$ cat config.mk
export PLATFORM = sky130hd
export DESIGN_NAME = positional_list_insert_remove
export DESIGN_NICKNAME = d
export VERILOG_FILES = /design/src/rtl/plir_pkg.sv /design/src/rtl/plir_cell.sv /design/src/rtl/positional_list_insert_remove.sv
export SDC_FILE = /design/constraint.sdc
export NUM_CORES = 1
export LEC_CHECK = 0
export BUFFER_PORTS_ARGS = -buffer_cell sky130_fd_sc_hd__buf_2
export CORE_MARGIN = 4
export CORE_UTILIZATION = 55
export DETAILED_ROUTE_END_ITERATION = 8
export PLACE_DENSITY_LB_ADDON = 0.3
export RECOVER_POWER = 25
export SLEW_MARGIN = 20
export SYNTH_ARGS = -nofsm -noshare
export SYNTH_HDL_FRONTEND = slang
export SYNTH_HIERARCHICAL = 1
export SYNTH_SLANG_ARGS = --single-unit
$ cat constraint.sdc
create_clock -name i_clk -period 4 [get_ports i_clk]
set_input_delay 0.4 -clock i_clk [delete_from_list [all_inputs] [get_ports i_clk]]
set_output_delay 0.4 -clock i_clk [all_outputs]
set_load 0.01 [all_outputs]
$ cat src/rtl/plir_pkg.sv
// ----------------------------------------------------------------------------
// plir_pkg
// Shared types and constants for the positional list block.
// ----------------------------------------------------------------------------
package plir_pkg;

    localparam int DEPTH    = 32;
    localparam int HANDLE_W = 16;
    localparam int POS_W    = 6;
    localparam int CNT_W    = 6;
    localparam int IDX_W    = $clog2(DEPTH);
    localparam int DATA_W   = 32;

    typedef enum logic [1:0] {
        OP_INSERT = 2'd0,
        OP_REMOVE = 2'd1,
        OP_MARK   = 2'd2,
        OP_READ   = 2'd3
    } t_op;

    typedef enum logic [1:0] {
        ST_OK      = 2'd0,
        ST_BAD_POS = 2'd1,
        ST_EMPTY   = 2'd2,
        ST_FULL    = 2'd3
    } t_status;

    typedef struct packed {
        logic [HANDLE_W-1:0] handle;
        logic                done;
    } t_entry;

    // command broadcast to every cell; strobes only for accepted, legal beats
    typedef struct packed {
        logic             ins;
        logic             rem;
        logic             mark;
        logic [POS_W-1:0] pos;
        t_entry           data;
    } t_cmd;

endpackage

$ cat src/rtl/plir_cell.sv
// ----------------------------------------------------------------------------
// plir_cell
// One list slot. Shifts up from the lower neighbor on insert, down from the
// upper neighbor on remove, and drives its entry when the read hits it.
// ----------------------------------------------------------------------------
module plir_cell (
    input  logic                   i_clk,
    input  logic [plir_pkg::IDX_W-1:0] i_idx,
    input  plir_pkg::t_cmd         i_cmd,
    input  plir_pkg::t_entry       i_below,
    input  plir_pkg::t_entry       i_above,
    output plir_pkg::t_entry       o_entry,
    output plir_pkg::t_entry       o_rd
);
    import plir_pkg::*;

    t_entry           r_entry;
    t_entry           n_entry;
    logic [POS_W-1:0] w_idx;
    logic             w_hit;
    logic             w_above_pos;

    assign w_idx       = POS_W'(i_idx);
    assign w_hit       = (w_idx == i_cmd.pos);
    assign w_above_pos = (w_idx > i_cmd.pos);

    always_comb begin
        n_entry = r_entry;
        if (i_cmd.ins) begin
            if (w_above_pos) begin
                n_entry = i_below;
            end else if (w_hit) begin
                n_entry = i_cmd.data;
            end
        end else if (i_cmd.rem) begin
            if (w_hit || w_above_pos) begin
                n_entry = i_above;
            end
        end else if (i_cmd.mark && w_hit) begin
            n_entry.done = 1'b1;
        end
    end

    always_ff @(posedge i_clk) begin
        r_entry <= n_entry;
    end

    assign o_entry = r_entry;
    assign o_rd    = w_hit ? r_entry : '0;

endmodule

$ cat src/rtl/positional_list_insert_remove.sv
// ----------------------------------------------------------------------------
// positional_list_insert_remove
// Ordered list of task handles with insert/remove at a position.
// ----------------------------------------------------------------------------
// Holds up to 32 entries (16-bit handle plus done flag) in a row of slot
// cells. Each input beat is one operation: insert, remove, mark done or read
// at a position; every beat returns one result beat with status and the
// entry count after the operation. All slots shift together, so a new
// beat is taken each cycle while the output register is empty or being
// drained. Slots at or above the count hold stale data and are never
// read.
module positional_list_insert_remove (
    input  logic        i_clk,
    input  logic        i_rst_n,
    input  logic        i_s_tvalid,
    output logic        o_s_tready,
    // opcode[1:0], position[7:2], task_handle[23:8], done_in[24], zero fill
    input  logic [31:0] i_s_tdata,
    output logic        o_m_tvalid,
    input  logic        i_m_tready,
    // status[1:0], entry_count[7:2], read_handle[23:8], read_done[24], zero fill
    output logic [31:0] o_m_tdata
);
    import plir_pkg::*;

    t_op                 w_op;
    logic [POS_W-1:0]    w_pos;
    t_entry              w_new;
    logic                w_accept;
    t_status             w_status;
    t_cmd                w_cmd;
    t_entry              w_rd;
    logic [CNT_W-1:0]    n_count;

    logic [CNT_W-1:0]    r_count;
    logic                r_valid;
    t_status             r_status;
    logic [CNT_W-1:0]    r_out_count;
    t_entry              r_rd;

    t_entry              w_entry [DEPTH];
    t_entry              w_below [DEPTH];
    t_entry              w_above [DEPTH];
    t_entry              w_cell_rd [DEPTH];

    assign w_op       = t_op'(i_s_tdata[1:0]);
    assign w_pos      = i_s_tdata[7:2];
    assign w_new      = '{handle: i_s_tdata[23:8], done: i_s_tdata[24]};
    assign o_s_tready = !r_valid || i_m_tready;
    assign w_accept   = i_s_tvalid && o_s_tready;

    always_comb begin
        w_status = ST_OK;
        if (w_op == OP_INSERT) begin
            priority if (w_pos > r_count) begin
                w_status = ST_BAD_POS;
            end else if (r_count == CNT_W'(DEPTH)) begin
                w_status = ST_FULL;
            end
        end else begin
            priority if (r_count == '0) begin
                w_status = ST_EMPTY;
            end else if (w_pos >= r_count) begin
                w_status = ST_BAD_POS;
            end
        end
    end

    always_comb begin
        w_cmd      = '0;
        w_cmd.pos  = w_pos;
        w_cmd.data = w_new;
        if (w_accept && w_status == ST_OK) begin
            w_cmd.ins  = (w_op == OP_INSERT);
            w_cmd.rem  = (w_op == OP_REMOVE);
            w_cmd.mark = (w_op == OP_MARK);
        end
    end

    always_comb begin
        n_count = r_count;
        if (w_cmd.ins) begin
            n_count = r_count + CNT_W'(1);
        end else if (w_cmd.rem) begin
            n_count = r_count - CNT_W'(1);
        end
    end

    for (genvar g = 0; g < DEPTH; g++) begin : g_cell
        if (g == 0) begin : g_first
            assign w_below[g] = '0;
        end else begin : g_mid_lo
            assign w_below[g] = w_entry[g-1];
        end
        if (g == DEPTH - 1) begin : g_last
            assign w_above[g] = '0;
        end else begin : g_mid_hi
            assign w_above[g] = w_entry[g+1];
        end

        plir_cell u_cell (
            .i_clk   (i_clk),
            .i_idx   (IDX_W'(g)),
            .i_cmd   (w_cmd),
            .i_below (w_below[g]),
            .i_above (w_above[g]),
            .o_entry (w_entry[g]),
            .o_rd    (w_cell_rd[g])
        );
    end

    // at most one cell matches the position, so OR-combine the read taps
    always_comb begin
        w_rd = '0;
        for (int k = 0; k < DEPTH; k++) begin
            w_rd = w_rd | w_cell_rd[k];
        end
        if (!(w_op == OP_READ && w_status == ST_OK)) begin
            w_rd = '0;
        end
    end

    always_ff @(posedge i_clk) begin
        if (!i_rst_n) begin
            r_count <= '0;
            r_valid <= 1'b0;
        end else begin
            r_count <= n_count;
            if (w_accept) begin
                r_valid <= 1'b1;
            end else if (i_m_tready) begin
                r_valid <= 1'b0;
            end
        end
    end

    always_ff @(posedge i_clk) begin
        if (w_accept) begin
            r_status    <= w_status;
            r_out_count <= n_count;
            r_rd        <= w_rd;
        end
    end

    assign o_m_tvalid = r_valid;
    assign o_m_tdata  = {7'd0, r_rd.done, r_rd.handle, r_out_count, r_status};

    a_count_max: assert property (@(posedge i_clk) disable iff (!i_rst_n)
        r_count <= CNT_W'(DEPTH))
        else $error("entry count above capacity");

    a_ins_count: assert property (@(posedge i_clk) disable iff (!i_rst_n)
        w_cmd.ins |=> r_count == $past(r_count) + CNT_W'(1))
        else $error("insert did not grow the list");

    a_empty_zero: assert property (@(posedge i_clk) disable iff (!i_rst_n)
        r_valid && r_status == ST_EMPTY |-> r_out_count == '0)
        else $error("empty status with nonzero count");

    a_rd_clean: assert property (@(posedge i_clk) disable iff (!i_rst_n)
        r_valid && r_status != ST_OK |-> r_rd == '0)
        else $error("read data on a failed operation");

endmodule
==> summary.md <==
| Metric | Value |
|---|---|
| Status | `finished, violations left` |
| Failing checks | `max-capacitance violations, max-slew violations` |
| Fill count | `6042` |
| Clk pwr share | `41.0%` |
| CP most frequent cell | `buf_12` |
| Critical Path Source Type | `flop` |
| Reg power frac | `46.2%` |
| Synth top area share | `42.8%` |
| IO Pins | `70` |
| Die height | `278 um` |
| Switching Share | `25.5%` |
| CP Data Arrival Time | `4.09 ns` |
| Cell area after synthesis | `40000 sq um` |
| Worst slew pin tran | `1.59 ns` |
| Total CTS buffers | `67` |
| Row cnt | `98` |
| Cell Chain, Critical Path | `inv_1 > ha_1 > and4_1 > nand3_1 > a221o_1 > nor2_1 > o21ai_0 > nor2_4 > buf_12 > buf_12 > buf_12 > nor2_1 > a21oi_1` |
| Post-synth cell types | `50` |
| Final min period | `3.64 ns` |
| Crit. End Element | `flop` |
| Logic gate share of total power | `12.8%` |
| Post-synth top flop | `edfxtp_1` |
| First-pass GRT wire length | `170000 um` |
| Total Wirelength | `109000 um` |
| Starting density of the core | `55.7%` |
| Yosys top cell by area | `edfxtp_1` |
| Internal power | `10.7 mW` |
| Vias in the first global route | `29397` |
| Static leakage | `17.5 nW` |
| CP max FO | `75` |
| CP max stage delay | `0.48 ns` |
| Slew HR | `-5.71%` |
| Full die area | `77000 sq um` |
| Layout Nets | `4391` |
| Synthesis-to-layout area growth | `9.53%` |
| Post-synth ARST share | `0%` |
| CTS tree | `built` |
| Yosys reg bits | `576` |
| Cts hold-fix bufs | `0` |
| CP required | `4.45 ns` |
| Final setup viols | `0` |
| PwrDens | `328 nW/um^2` |
| Resize count post-CTS | `0` |
| FF/Latch Area | `17200 sq um` |
| Crit-path slowest cell | `dfxtp_1` |
| Final Slew Violations | `44` |
| DRC viols | `0` |
| Critical path class | `flop to flop` |
| CP Buf/Inv Count | `4` |
| Final Hold Viols | `0` |
| Via-per-instance ratio | `5.89` |
| Clock transition at the registers of the reported paths | `0.06 ns` |
| Final GP Congestion | `0.870` |
| Initial antenna violation count | `0` |
| Sequential area share after synthesis | `43.1%` |
| Initial DRT Pass Iterations | `5` |
| # diodes | `0` |
| Post-route ant nets | `0` |
| Top cells by area, synth | `edfxtp_1, mux2i_1, and2_1, a21oi_1, nor2_1` |
| Share of layout cells above drive strength 1 | `7.30%` |
| Final Skew | `0.0249 ns` |
| Std-Cell Core Area | `71700 sq um` |
| Clock sinks | `576` |
| Area of the multi-input gates | `21300 sq um` |
| Number of H-tree levels | `3` |
| Post-synth EDFFs | `569` |
| Top-count cell post-synth | `nor2_1` |
| Post-Place Cells | `5067` |
| Initial DRC Count | `2653` |
| Post-Syn Instances | `3995` |
| Post-synthesis average cell area | `10.0 sq um` |
| CTS root buf | `clkbuf_16` |
| Postcts setup bufs | `0` |
| Clock tree buffer depth | `3` |
| GR Overflow Total | `0` |
| CP top delay family | `buffers and inverters` |
| F_max | `0.275 GHz` |
| GRT Total Usage | `27.4%` |
| Worst skew pair latency | `0.61 ns` |
| Yosys warnings | `6` |
| Hold WC Path Type | `primary input to flop` |
| Avg WL per Cell | `21.0 um` |
| Worst vdd ir | `0.333 mV` |
| Sum Neg Setup Slack | `0 ns` |
| Die W | `278 um` |
| Max-Cap Viols | `2` |
| Final period util | `91.0%` |
| P_sw | `3.66 mW` |
| Vias post-DR | `30554` |
| PortBufs | `55` |
| Commonest cells in the netlist | `nor2_1, edfxtp_1, a21oi_1, mux2i_1, and2_1` |
| Largest net degree at the start of global routing | `155` |
| Post-DP HPWL | `76700 um` |
| RSZ-0062 raised after global routing | `no` |
| Non-Filler Instances | `5185` |
==> path summary, 6_finish.rpt <==
check	start	endpoint	slack [ns]	depth (start not counted)
min reg2reg	o_m_tvalid	o_m_tvalid	0.53	2
max	r_count[2]	g_cell[24].u_cell/o_entry[9]	0.36	13
min	i_s_tvalid	o_m_tvalid	0.05	3
max reg2reg	r_count[2]	g_cell[24].u_cell/o_entry[9]	0.36	13
==> cells by family after synthesis <==
logic type               after synthesis  share of synthesized area [%]
AND/OR/NAND/NOR                     1471                           19.8
AO/OA/AOI/OAI                        793                           11.8
flip-flops                           576                           43.1
multiplexers                         546                           13.7
buffers and inverters                435                           6.18
adder cells (fa/ha/maj)              169                           5.29
XOR/XNOR                               3                         0.0658
other                                  2                         0.0188
==> metrics by stage <==
stage	setup slack, ns	utilization (%)	cell area, sq um	total power, mW	hold slack (ns)
finish	0.360	61.0	43800	14.3	0.0484
global route	0.0761	61.0	43800	14.9	0.0836
CTS	0.372	61.2	43900	14.4	0.0265
detailed placement	0.417	58.3	41800	8.56	0.516
global placement	0.498	58.3	41800	8.52	0.502
floorplan	0.0403	-	40700	8.08	0.516
==> flip-flops by register name, indices dropped and copies added, names as in the netlist <==
name,cells
r_out_count,6
o_m_tdata,17
r_count,6
r_status,2
g_cell.u_cell/o_entry,544
o_m_tvalid,1
==> per-layer routing <==
metal	wire, um	track usage (%)	vias up
met2	51000	45.7	956
met3	6910	4.19	183
li1	-	-	14595
met1	47400	37.1	14820
met4	3520	8.77	0
met5	0	0	-
==> worst min-delay path: cells and delay by family <==
kind	cells	cell delay, ns
AOI/OAI and AO/OA	1	0.05
buffers and inverters	2	0.15
==> cells in the final DEF (no fill, tap or decap), drive strengths merged, types with 127 or more instances in the layout <==
cell / count
and2: 545
edfxtp: 569
ha: 169
inv: 173
nor2: 618
mux2i: 546
nor4: 136
clkbuf: 127
conb: 201
a21oi: 553
buf: 144
==> power by group through the flow <==
stage | Clock [mW] | Sequential (mW) | Combinational [mW]
finish | 5.88 | 6.62 | 1.84
global route | 6.23 | 6.62 | 2.01
CTS | 5.98 | 6.62 | 1.82
detailed placement | 0 | 6.75 | 1.82
global placement | 0 | 6.75 | 1.77
floorplan | 0 | 6.75 | 1.33
==> layout make-up <==
cell class                 count  area share [%]
clock buffer                  83            4.06
timing repair buffer         188            3.20
sequential                   576            39.4
multi-input combinational   3183            48.6
inverter                     170            1.46
clock inverter                35           0.640
tap                          950            2.72
(Power assumes the default switching activity.)
